**src/rtl/wpre_pkg.sv**
```systemverilog
`timescale 1ns / 1ps
// Package for the windowed peak/RMS envelope block: defaults, register
// indexes, controller states and the command/status structs. No dependencies.
package wpre_pkg;

  localparam int SAMPLE_BITS_DEF = 16;
  localparam int COUNT_BITS_DEF  = 16;

  localparam int CFG_IDX_W = 2;

  localparam logic [CFG_IDX_W-1:0] REG_WINDOW_LEN     = 2'd0;
  localparam logic [CFG_IDX_W-1:0] REG_RMS_ENABLE     = 2'd1;
  localparam logic [CFG_IDX_W-1:0] REG_RMS_MIN_WINDOW = 2'd2;

  localparam int WINDOW_LEN_RST     = 1;
  localparam int RMS_MIN_WINDOW_RST = 44;

  typedef enum logic [1:0] {
    ST_ACCUM,
    ST_DIV,
    ST_SQRT,
    ST_LOAD
  } wpre_state_e;

  typedef struct packed {
    logic accept;
    logic arith_load;
    logic div_step;
    logic sqrt_step;
    logic out_load;
  } wpre_cmd_t;

  typedef struct packed {
    logic close;
    logic rms_ok;
    logic out_free;
  } wpre_stat_t;

endpackage

```
**src/rtl/wpre_lane.sv**
```systemverilog
`timescale 1ns / 1ps
// One channel's arithmetic: restoring divide of the square sum by the window
// length, then a digit-by-digit square root of the quotient. Uses wpre_pkg.
module wpre_lane
  import wpre_pkg::*;
#(
  parameter int SAMPLE_BITS = SAMPLE_BITS_DEF,
  parameter int COUNT_BITS  = COUNT_BITS_DEF
) (
  input  logic                                     clk_i,
  input  wpre_cmd_t                                cmd_i,
  input  logic [2*SAMPLE_BITS+COUNT_BITS-3:0]      dividend_i,
  input  logic [COUNT_BITS-1:0]                    divisor_i,
  output logic [(2*SAMPLE_BITS+COUNT_BITS-1)/2-1:0] root_o
);

  localparam int SUM_W  = 2 * SAMPLE_BITS + COUNT_BITS - 2;
  localparam int ROOT_W = (SUM_W + 1) / 2;
  localparam int X_W    = 2 * ROOT_W;

  logic [X_W-1:0]        x_q, x_d;
  logic [COUNT_BITS-1:0] dvs_q;
  logic [COUNT_BITS-1:0] drem_q, drem_d;
  logic [ROOT_W-1:0]     srem_q, srem_d;
  logic [ROOT_W-1:0]     root_q, root_d;

  logic [COUNT_BITS:0]   d_cand;
  logic                  d_ge;
  logic [ROOT_W+1:0]     s_cand;
  logic [ROOT_W+1:0]     s_trial;
  logic                  s_ge;

  always_comb begin
    d_cand  = {drem_q, x_q[X_W-1]};
    d_ge    = d_cand >= {1'b0, dvs_q};
    s_cand  = {srem_q, x_q[X_W-1 -: 2]};
    s_trial = {root_q, 2'b01};
    s_ge    = s_cand >= s_trial;
    x_d     = x_q;
    drem_d  = drem_q;
    srem_d  = srem_q;
    root_d  = root_q;
    if (cmd_i.div_step) begin
      drem_d = d_ge ? COUNT_BITS'(d_cand - {1'b0, dvs_q}) : COUNT_BITS'(d_cand);
      x_d    = {x_q[X_W-2:0], d_ge};
    end else if (cmd_i.sqrt_step) begin
      srem_d = s_ge ? ROOT_W'(s_cand - s_trial) : ROOT_W'(s_cand);
      root_d = {root_q[ROOT_W-2:0], s_ge};
      x_d    = {x_q[X_W-3:0], 2'b00};
    end
  end

  always_ff @(posedge clk_i) begin
    if (cmd_i.arith_load) begin
      x_q    <= X_W'(dividend_i);
      dvs_q  <= divisor_i;
      drem_q <= '0;
      srem_q <= '0;
      root_q <= '0;
    end else begin
      x_q    <= x_d;
      drem_q <= drem_d;
      srem_q <= srem_d;
      root_q <= root_d;
    end
  end

  assign root_o = root_q;

endmodule

```
**src/rtl/wpre_ctrl.sv**
```systemverilog
`timescale 1ns / 1ps
// Controller for the envelope block: accumulate, divide, root and load
// sequence with its step counter. Uses wpre_pkg.
module wpre_ctrl
  import wpre_pkg::*;
#(
  parameter int SAMPLE_BITS = SAMPLE_BITS_DEF,
  parameter int COUNT_BITS  = COUNT_BITS_DEF
) (
  input  logic       clk_i,
  input  logic       rst_ni,
  input  logic       in_valid_i,
  output logic       in_ready_o,
  input  wpre_stat_t stat_i,
  output wpre_cmd_t  cmd_o
);

  localparam int SUM_W  = 2 * SAMPLE_BITS + COUNT_BITS - 2;
  localparam int ROOT_W = (SUM_W + 1) / 2;
  localparam int X_W    = 2 * ROOT_W;
  localparam int CNT_W  = $clog2(X_W);

  wpre_state_e      state_q, state_d;
  logic [CNT_W-1:0] cnt_q, cnt_d;
  logic             div_done;
  logic             sqrt_done;

  assign div_done  = cnt_q == CNT_W'(X_W - 1);
  assign sqrt_done = cnt_q == CNT_W'(ROOT_W - 1);

  always_comb begin
    state_d = state_q;
    unique case (state_q)
      ST_ACCUM: begin
        if (in_valid_i && stat_i.close) begin
          state_d = stat_i.rms_ok ? ST_DIV : ST_LOAD;
        end
      end
      ST_DIV: begin
        if (div_done) state_d = ST_SQRT;
      end
      ST_SQRT: begin
        if (sqrt_done) state_d = ST_LOAD;
      end
      ST_LOAD: begin
        if (stat_i.out_free) state_d = ST_ACCUM;
      end
      default: state_d = ST_ACCUM;
    endcase
  end

  always_comb begin
    in_ready_o = 1'b0;
    cmd_o      = '0;
    cnt_d      = '0;
    unique case (state_q)
      ST_ACCUM: begin
        in_ready_o       = 1'b1;
        cmd_o.accept     = in_valid_i;
        cmd_o.arith_load = in_valid_i && stat_i.close && stat_i.rms_ok;
      end
      ST_DIV: begin
        cmd_o.div_step = 1'b1;
        cnt_d          = div_done ? '0 : CNT_W'(cnt_q + 1'b1);
      end
      ST_SQRT: begin
        cmd_o.sqrt_step = 1'b1;
        cnt_d           = sqrt_done ? '0 : CNT_W'(cnt_q + 1'b1);
      end
      ST_LOAD: begin
        cmd_o.out_load = stat_i.out_free;
      end
      default: cmd_o = '0;
    endcase
  end

  always_ff @(posedge clk_i or negedge rst_ni) begin
    if (!rst_ni) begin
      state_q <= ST_ACCUM;
      cnt_q   <= '0;
    end else begin
      state_q <= state_d;
      cnt_q   <= cnt_d;
    end
  end

endmodule

```
**src/rtl/wpre_dpath.sv**
```systemverilog
`timescale 1ns / 1ps
// Datapath for the envelope block: configuration registers, min/max and
// square-sum accumulators, two arithmetic lanes, output register. Uses wpre_pkg.
module wpre_dpath
  import wpre_pkg::*;
#(
  parameter int SAMPLE_BITS = SAMPLE_BITS_DEF,
  parameter int COUNT_BITS  = COUNT_BITS_DEF
) (
  input  logic                          clk_i,
  input  logic                          rst_ni,
  input  logic                          cfg_we_i,
  input  logic [CFG_IDX_W-1:0]          cfg_idx_i,
  input  logic [COUNT_BITS-1:0]         cfg_data_i,
  input  logic signed [SAMPLE_BITS-1:0] left_sample_i,
  input  logic signed [SAMPLE_BITS-1:0] right_sample_i,
  input  logic                          end_of_data_i,
  input  wpre_cmd_t                     cmd_i,
  output wpre_stat_t                    stat_o,
  output logic                          out_valid_o,
  input  logic                          out_ready_i,
  output logic signed [SAMPLE_BITS-1:0] left_min_o,
  output logic signed [SAMPLE_BITS-1:0] left_max_o,
  output logic [SAMPLE_BITS-1:0]        left_rms_o,
  output logic signed [SAMPLE_BITS-1:0] right_min_o,
  output logic signed [SAMPLE_BITS-1:0] right_max_o,
  output logic [SAMPLE_BITS-1:0]        right_rms_o,
  output logic                          rms_valid_o,
  output logic                          final_column_o
);

  localparam int S      = SAMPLE_BITS;
  localparam int C      = COUNT_BITS;
  localparam int SUM_W  = 2 * S + C - 2;
  localparam int ROOT_W = (SUM_W + 1) / 2;

  localparam logic signed [S-1:0] SAMP_MAXV = {1'b0, {(S - 1){1'b1}}};
  localparam logic signed [S-1:0] SAMP_MINV = {1'b1, {(S - 1){1'b0}}};

  logic [C-1:0] win_len_q;
  logic         rms_en_q;
  logic [C-1:0] rms_min_q;

  logic signed [S-1:0] l_low_q, l_high_q, r_low_q, r_high_q;
  logic signed [S-1:0] l_low_d, l_high_d, r_low_d, r_high_d;
  logic [SUM_W-1:0]    l_sum_q, r_sum_q, l_sum_d, r_sum_d;
  logic [C-1:0]        fill_q, fill_d;
  logic signed [2*S-1:0] l_sq, r_sq;

  logic [C-1:0]      len;
  logic              last_q, valid_q;
  logic [ROOT_W-1:0] l_root, r_root;

  always_ff @(posedge clk_i or negedge rst_ni) begin
    if (!rst_ni) begin
      win_len_q <= C'(WINDOW_LEN_RST);
      rms_en_q  <= 1'b0;
      rms_min_q <= C'(RMS_MIN_WINDOW_RST);
    end else if (cfg_we_i) begin
      unique case (cfg_idx_i)
        REG_WINDOW_LEN:     win_len_q <= cfg_data_i;
        REG_RMS_ENABLE:     rms_en_q  <= cfg_data_i[0];
        REG_RMS_MIN_WINDOW: rms_min_q <= cfg_data_i;
        default: ;
      endcase
    end
  end

  always_comb begin
    len      = (win_len_q == '0) ? C'(1) : win_len_q;
    l_sq     = left_sample_i * left_sample_i;
    r_sq     = right_sample_i * right_sample_i;
    l_low_d  = (left_sample_i < l_low_q) ? left_sample_i : l_low_q;
    l_high_d = (left_sample_i > l_high_q) ? left_sample_i : l_high_q;
    r_low_d  = (right_sample_i < r_low_q) ? right_sample_i : r_low_q;
    r_high_d = (right_sample_i > r_high_q) ? right_sample_i : r_high_q;
    l_sum_d  = SUM_W'(l_sum_q + SUM_W'($unsigned(l_sq)));
    r_sum_d  = SUM_W'(r_sum_q + SUM_W'($unsigned(r_sq)));
    fill_d   = C'(fill_q + C'(1));
    stat_o.close    = end_of_data_i || (fill_d >= len);
    stat_o.rms_ok   = rms_en_q && (len >= rms_min_q);
    stat_o.out_free = !out_valid_o || out_ready_i;
  end

  always_ff @(posedge clk_i or negedge rst_ni) begin
    if (!rst_ni) begin
      l_low_q  <= SAMP_MAXV;
      l_high_q <= SAMP_MINV;
      r_low_q  <= SAMP_MAXV;
      r_high_q <= SAMP_MINV;
      l_sum_q  <= '0;
      r_sum_q  <= '0;
      fill_q   <= '0;
    end else if (cmd_i.out_load) begin
      l_low_q  <= SAMP_MAXV;
      l_high_q <= SAMP_MINV;
      r_low_q  <= SAMP_MAXV;
      r_high_q <= SAMP_MINV;
      l_sum_q  <= '0;
      r_sum_q  <= '0;
      fill_q   <= '0;
    end else if (cmd_i.accept) begin
      l_low_q  <= l_low_d;
      l_high_q <= l_high_d;
      r_low_q  <= r_low_d;
      r_high_q <= r_high_d;
      l_sum_q  <= l_sum_d;
      r_sum_q  <= r_sum_d;
      fill_q   <= fill_d;
    end
  end

  always_ff @(posedge clk_i) begin
    if (cmd_i.accept && stat_o.close) begin
      last_q  <= end_of_data_i;
      valid_q <= stat_o.rms_ok;
    end
  end

  wpre_lane #(
    .SAMPLE_BITS(SAMPLE_BITS),
    .COUNT_BITS (COUNT_BITS)
  ) u_lane_left (
    .clk_i     (clk_i),
    .cmd_i     (cmd_i),
    .dividend_i(l_sum_d),
    .divisor_i (len),
    .root_o    (l_root)
  );

  wpre_lane #(
    .SAMPLE_BITS(SAMPLE_BITS),
    .COUNT_BITS (COUNT_BITS)
  ) u_lane_right (
    .clk_i     (clk_i),
    .cmd_i     (cmd_i),
    .dividend_i(r_sum_d),
    .divisor_i (len),
    .root_o    (r_root)
  );

  always_ff @(posedge clk_i or negedge rst_ni) begin
    if (!rst_ni) begin
      out_valid_o <= 1'b0;
    end else if (cmd_i.out_load) begin
      out_valid_o <= 1'b1;
    end else if (out_ready_i) begin
      out_valid_o <= 1'b0;
    end
  end

  always_ff @(posedge clk_i) begin
    if (cmd_i.out_load) begin
      left_min_o     <= l_low_q;
      left_max_o     <= l_high_q;
      right_min_o    <= r_low_q;
      right_max_o    <= r_high_q;
      left_rms_o     <= valid_q ? l_root[S-1:0] : '0;
      right_rms_o    <= valid_q ? r_root[S-1:0] : '0;
      rms_valid_o    <= valid_q;
      final_column_o <= last_q;
    end
  end

endmodule

```
**src/rtl/windowed_peak_rms_envelope.sv**
```systemverilog
`timescale 1ns / 1ps
// Top level of the windowed peak/RMS envelope block: controller plus datapath.
// Depends on wpre_pkg, wpre_ctrl, wpre_dpath and wpre_lane.
//
// Stereo frames are taken one per cycle while a window fills; each window of
// window_len frames (or a shorter one ended by end_of_data) yields one column
// of per-channel min, max and RMS. The frame that closes a window is followed
// by a stall of the input: only the load when RMS is not reported, otherwise
// 2*ceil((2*SAMPLE_BITS+COUNT_BITS-2)/2) divide steps, then half as many root
// steps, then the load, run by the bit-serial divider and square-root lanes,
// one per channel. A finished column sits in the output register while the
// next window fills; the load waits until that register is free.
module windowed_peak_rms_envelope
  import wpre_pkg::*;
#(
  parameter int SAMPLE_BITS = SAMPLE_BITS_DEF,
  parameter int COUNT_BITS  = COUNT_BITS_DEF
) (
  input  logic                          clk_i,
  input  logic                          rst_ni,
  input  logic                          cfg_we_i,
  input  logic [CFG_IDX_W-1:0]          cfg_idx_i,
  input  logic [COUNT_BITS-1:0]         cfg_data_i,
  input  logic                          in_valid_i,
  output logic                          in_ready_o,
  input  logic signed [SAMPLE_BITS-1:0] left_sample_i,
  input  logic signed [SAMPLE_BITS-1:0] right_sample_i,
  input  logic                          end_of_data_i,
  output logic                          out_valid_o,
  input  logic                          out_ready_i,
  output logic signed [SAMPLE_BITS-1:0] left_min_o,
  output logic signed [SAMPLE_BITS-1:0] left_max_o,
  output logic [SAMPLE_BITS-1:0]        left_rms_o,
  output logic signed [SAMPLE_BITS-1:0] right_min_o,
  output logic signed [SAMPLE_BITS-1:0] right_max_o,
  output logic [SAMPLE_BITS-1:0]        right_rms_o,
  output logic                          rms_valid_o,
  output logic                          final_column_o
);

  wpre_cmd_t  cmd;
  wpre_stat_t stat;

  wpre_ctrl #(
    .SAMPLE_BITS(SAMPLE_BITS),
    .COUNT_BITS (COUNT_BITS)
  ) u_ctrl (
    .clk_i     (clk_i),
    .rst_ni    (rst_ni),
    .in_valid_i(in_valid_i),
    .in_ready_o(in_ready_o),
    .stat_i    (stat),
    .cmd_o     (cmd)
  );

  wpre_dpath #(
    .SAMPLE_BITS(SAMPLE_BITS),
    .COUNT_BITS (COUNT_BITS)
  ) u_dpath (
    .clk_i         (clk_i),
    .rst_ni        (rst_ni),
    .cfg_we_i      (cfg_we_i),
    .cfg_idx_i     (cfg_idx_i),
    .cfg_data_i    (cfg_data_i),
    .left_sample_i (left_sample_i),
    .right_sample_i(right_sample_i),
    .end_of_data_i (end_of_data_i),
    .cmd_i         (cmd),
    .stat_o        (stat),
    .out_valid_o   (out_valid_o),
    .out_ready_i   (out_ready_i),
    .left_min_o    (left_min_o),
    .left_max_o    (left_max_o),
    .left_rms_o    (left_rms_o),
    .right_min_o   (right_min_o),
    .right_max_o   (right_max_o),
    .right_rms_o   (right_rms_o),
    .rms_valid_o   (rms_valid_o),
    .final_column_o(final_column_o)
  );

endmodule

```
**config.mk**
```make
export PLATFORM = sky130hd
export DESIGN_NAME = windowed_peak_rms_envelope
export DESIGN_NICKNAME = d
export VERILOG_FILES = /design/src/rtl/wpre_pkg.sv /design/src/rtl/wpre_lane.sv /design/src/rtl/wpre_ctrl.sv /design/src/rtl/wpre_dpath.sv /design/src/rtl/windowed_peak_rms_envelope.sv
export SDC_FILE = /design/constraint.sdc
export NUM_CORES = 2
export LEC_CHECK = 0
export BUFFER_PORTS_ARGS = -buffer_cell sky130_fd_sc_hd__clkbuf_2
export CAP_MARGIN = 15
export CELL_PAD_IN_SITES_DETAIL_PLACEMENT = 0
export CELL_PAD_IN_SITES_GLOBAL_PLACEMENT = 1
export CORE_AREA = 2 2 306 308
export CTS_BUF_LIST = sky130_fd_sc_hd__clkbuf_8
export DETAILED_ROUTE_END_ITERATION = 10
export DIE_AREA = 0 0 308 310
export PLACE_DENSITY = 0.95
export SYNTH_ARGS = -nofsm -noshare
export SYNTH_HDL_FRONTEND = slang
export SYNTH_HIERARCHICAL = 1
export SYNTH_SLANG_ARGS = --single-unit
```
**constraint.sdc**
```tcl
create_clock -name clk_i -period 14.4 [get_ports clk_i]
set_input_delay 0 -clock clk_i [delete_from_list [all_inputs] [get_ports clk_i]]
set_output_delay 0 -clock clk_i [all_outputs]
set_load 0.01 [all_outputs]
```
# Word-level counts from Yosys, hierarchy flattened
# Cells that the tools add are included.
totals:
  ff_bits: 546
  output_inout_bits: 100
  word_cells: 135
op_classes:
  add_sub_neg: 8
  n_mul: 2
  n_lt_le_gt_ge: 10
  n_eq_ne: 11
  n_mux: 45
  bitwise: 1
  reduce_logical: 26
op_table:
  columns: ["op", "count"]
  rows:
  - ["46-bit 2-to-1 mux", 10]
  - ["16-bit 2-to-1 mux", 17]
  - ["46-bit by 32-bit adder with 46-bit output", 2]
  - ["16-bit by 16-bit multiplier with 32-bit output", 2]
  - ["25-bit >= comparator", 2]
  - ["23-bit 2-to-1 mux", 2]
  - ["23-bit subtractor", 2]
  - ["17-bit by 16-bit >= comparator with 1-bit output", 2]
  - ["16-bit >= comparator", 2]
  - ["16-bit greater-than comparator", 2]
  - ["16-bit < comparator", 2]
  - ["16-bit subtractor", 2]
  - ["16-bit by 1-bit adder with 16-bit output, second input constant", 1]
  - ["16-bit logical NOT", 1]
  - ["2-bit AND reduction", 8]
  - ["2-bit 2-to-1 mux", 6]
  - ["6-bit 2-to-1 mux", 2]
  - ["6-bit case mux with 2 select lines", 1]
  - ["2-bit nonzero test", 6]
  - ["2-bit by 1-bit inequality test with 1-bit output, second input constant", 4]
  - ["2-bit case mux with 4 select lines", 1]
  - ["6-bit by 1-bit adder with 6-bit output, second input constant", 1]
  - ["2-bit equality test, second input constant", 3]
  - ["6-bit by 5-bit equality test with 1-bit output, second input constant", 1]
  - ["other kinds (10)", 21]

# Longest topological paths before layout
logic_depth:
  word_depth: 9
  ltp_mapped: 40
  depth_no_buf: 36

# By module
# The synthesis kept the hierarchy.
by_module_without_submodules:
  columns: ["module", "n_inst", "cells_per_inst", "area_each_um2", "seq_area_each_um2"]
  rows:
  - ["wpre_dpath", 1, 3791, 35985.8, 8202.9]
  - ["wpre_lane", 2, 820, 7395.8, 3103.0]
  - ["wpre_ctrl", 1, 52, 510.5, 200.2]

# Worst setup path before layout
# Ideal clock, no wire load.
synth_path:
  path_kind: "in2reg"
  startpoint: "in left_sample_i[15]"
  endpoint: "reg u_dpath.u_lane_left.x_q[36], data pin"
  arrival_ps: 8158
  path_slack_ps: 5976
  cell_stages: 34
  n_path_buf: 3
  cell_sequence: "clkbuf_1 inv_1 buf_1 nor2_1 fa_1 inv_1 fa_1 inv_1 fa_1 fa_1 fa_1 inv_1 fa_1 inv_1 ha_1 nand2_1 nor2_1 nand2_1 o32a_1 a311oi_1 xor2_1 ha_1 nand2_1 o21ai_0 a21o_1 a21oi_1 o21ai_0 nor2b_1 or2_2 clkbuf_1 nand3_1 xnor2_1 nand2_1 o21ai_0"
synth_between:
  elab_chain_cells: 3
synth_rtl:
  columns: ["item", "line", "rtl"]
  rows:
  - ["start, declared", "windowed_peak_rms_envelope.sv:26", "input logic signed [SAMPLE_BITS-1:0] left_sample_i,"]
  - ["16-bit by 16-bit multiplier with 32-bit output", "wpre_dpath.sv:71", "l_sq = left_sample_i * left_sample_i;"]
  - ["46-bit by 32-bit adder with 46-bit output", "wpre_dpath.sv:77", "l_sum_d = SUM_W'(l_sum_q + SUM_W'($unsigned(l_sq)));"]
  - ["named net u_dpath.l_sum_d[36]", "wpre_dpath.sv:46", "logic [SUM_W-1:0] l_sum_q, r_sum_q, l_sum_d, r_sum_d;"]
  - ["46-bit 2-to-1 mux", "wpre_lane.sv:54", "if (cmd_i.arith_load) begin"]
  - ["end signal, assigned", "wpre_lane.sv:55", "x_q <= X_W'(dividend_i);"]
  - ["end, declared", "wpre_lane.sv:21", "logic [X_W-1:0] x_q, x_d;"]
# The timed path passes the listed nets, and every way through them passes these cells.
# A chain may end at the register's enable or synchronous reset.

# Worst setup path in the final report
layout_path:
  startpoint: "in left_sample_i[15]"
  endpoint: "reg u_dpath.u_lane_left.x_q[41], data pin"
# The elaborated chain is that of the path after synthesis.

==> run_results.csv <==
group,metric,value,unit
worst_setup_path,path_class,"primary input to flop",
floorplanning,fp.dieArea,95500,um^2
timing,final_max_slew_viol_count,0,
finish,seq_area,14600,um^2
route,ant_nets,0,
logic_synthesis,ys.flop_type,"edfxtp_1",
logic_synthesis,synth_edf_count,224,
timing,rsz0062_at_grt,"false",
worst_setup_path,arrival,9900,ps
grt,grt_max_degree,197,
logic_synthesis,async_flop_share,0.381,
timing,worst_pin_slew,1250,ps
worst_setup_path,cp_slowest_stage_delay,720,ps
grt,grt_use_total,0.245,
finish,syn_to_final_growth,9.40,%
job,cap_violations,0,
min_path,hold_path.class,"primary input to flop",
timing,maxSlewHeadroom,0.166,
clocking,cts_buffer_depth,3,
grt,grt_pass1_vias,39000,
clocking,cts_tree,"yes",
worst_setup_path,startpoint_type,"primary input",
outcome,status,"completed",
timing,finalHoldViolCount,0,
logic_synthesis,synth.net_count,6443,
clocking,clock_sinks,562,
route,routed_wl,117000,um
logic_synthesis,netlist_area,51300,um^2
clocking,clk_pin_slew_worst_paths,60,ps
worst_setup_path,endpoint_kind,"flop",
logic_synthesis,yosysUniqueCellTypes,96,
timing,max_clock_freq,106,MHz
grt,grt_pass1_wl,192000,um
worst_setup_path,cp_slowest_cell,"fa_1",
route,drtPass1Iterations,5,
grt,grt_overflow,0,
place,port-buffer-count,155,
logic_synthesis,yosys_register_bits,562,
route,vias_per_cell,5.60,
timing,tns,0,ps
place,place.gp.congestion,0.895,
logic_synthesis,synth_cells,5483,
logic_synthesis,syn_area_per_cell,9.35,um^2
timing,final.setup_skew,51.2,ps
clocking,clk_latency,760,ps
floorplanning,start_util,0.555,
timing,period_share,0.657,
clocking,cts_setup_buffers,0,
clocking,cts_buffers,97,
clocking,htreeDepth,3,
logic_synthesis,synth_seq_area_share,0.285,
finish,fillers,7786,
timing,min_period,9460,ps
finish,finalNetCount,6586,
place,dp_hpwl,84500,um
finish,multi_input_area,32400,um^2
logic_synthesis,ys_warn_count,6,
floorplanning,coreArea,92500,um^2
clocking,cts_root_buf,"clkbuf_8",
grt,antenna_found_initial,1,
route,vias,38700,
route,post_drt_wl_per_cell,16.9,um
route,drt_drc_violations_left,0,
finish,drive_gt1_frac,0.0783,
timing,final-setup-viol-count,0,
floorplanning,ios,156,
floorplanning,die_x,308,um
route,drtIter0Drc,2307,
worst_setup_path,cpMostUsedCell,"fa_1",
floorplanning,rows,112,
worst_setup_path,path_max_fanout,22,
floorplanning,die_h,310,um
worst_setup_path,worstPathRequired,14850,ps
## what timing repair did
| action | CTS | global route |
|---|---|---|
| setup endpoints to repair | 0 | 0 |
| gates resized for setup | 0 | 0 |
| hold endpoints to repair | 225 | 0 |
| hold buffers | 85 | 0 |
## registers in the layout, summed over array words and instances (netlist names), 23 cells and up
name	count
u_dpath/l_sum_q	46
u_dpath/r_sum_q	46
u_dpath/u_lane_left/root_o	23
u_dpath/u_lane_left/srem_q	23
u_dpath/u_lane_left/x_q	46
u_dpath/u_lane_right/root_o	23
u_dpath/u_lane_right/srem_q	23
u_dpath/u_lane_right/x_q	46
## placed cells by master (no fill, tap or decap), drive strengths merged, types with 215 or more instances in the layout
cell / count
inv: 937
nand2: 504
fa: 479
nor2: 470
ha: 425
clkbuf: 272
a21oi: 264
edfxtp: 224
mux2i: 216
o21ai: 215
## cells by family after synthesis
kind of cell	after synthesis	share of synthesized area
muxes	237	0.0468
xor gates and xnor gates	271	0.0463
and+or+nand+nor	1427	0.127
buffers and inverters	1134	0.0841
adders and majority gates	904	0.291
DFF	562	0.285
AOI/OAI and AO/OA	948	0.121
## per-stage QoR
step	instances	hold slack (ps)	setup WS [ps]	util	cell area [um^2]
detailed placement	6637	120	4850	0.572	52900
floorplan	5483	-296	5980	-	51300
global placement	6637	124	5020	0.572	52900
CTS	6906	0.898	5100	0.606	56100
finish	6909	78.6	4940	0.607	56100
global route	6909	65.2	4230	0.607	56100
## cell usage after synthesis, drive strengths merged, types with 42 or more instances
master  count  share of area
ha        425           0.10
mux2i     216          0.042
nor3       56         0.0059
nand2     504          0.037
a211oi     71          0.011
a21o      112          0.016
o21ai     215          0.021
dfrtp     178          0.087
clkbuf    190          0.014
inv       904          0.066
o21a       42         0.0061
a21oi     264          0.026
xnor2     172          0.029
xor2       99          0.017
and2       79         0.0096
dfxtp     124          0.048
nand4      51         0.0062
nand3      64         0.0062
nor2      470          0.034
edfxtp    224           0.13
fa        479           0.19
## per-layer routing
layer	up-vias	track usage	part of all wire
met3	259	0.0302	0.044
met2	889	0.418	0.49
met4	0	0.0956	0.034
met5	-	0	0
met1	19100	0.320	0.43
li1	18400	-	-
## path summary, 6_finish.rpt
| kind | startpoint | endpoint | slack (ps) | cells past startpoint |
|---|---|---|---|---|
| worst max-delay path | left_sample_i[15] | u_dpath/u_lane_left/x_q[41] | 4940 | 33 |
| worst min-delay path | cfg_data_i[6] | u_dpath/rms_min_q[6] | 80 | 3 |
| worst max register to register | u_dpath/fill_q[0] | u_dpath/u_lane_left/x_q[0] | 8450 | 17 |
| worst min register to register | u_dpath/last_q | u_dpath/final_column_o | 440 | 0 |
| max in group asynchronous | rst_ni | u_dpath/l_high_q[0] | 13060 | 4 |
| min in group asynchronous | rst_ni | u_dpath/rms_min_q[5] | 400 | 3 |
## worst max-delay path, delay by kind of cell
| kind | cells | cell delay [ps] |
|---|---|---|
| XOR/XNOR | 2 | 350 |
| adder cells (fa/ha/maj) | 8 | 4150 |
| buffers and inverters | 7 | 1930 |
| AND/OR/NAND/NOR | 8 | 1050 |
| AO/OA/AOI/OAI | 8 | 2400 |
## final cells by class
class,instances,area share
Timing Repair Buffer,266,0.0339
Inverter,912,0.0610
Clock inverter,66,0.0110
Antenna cell,1,0.0000446
Clock buffer,118,0.0289
Tap cell,1197,0.0267
Sequential cell,562,0.260
Multi-Input combinational cell,3787,0.578
Power is left out: the tool's default activity adds up to more than one toggle a clock period on the data nets, which glitch-free logic cannot reach.
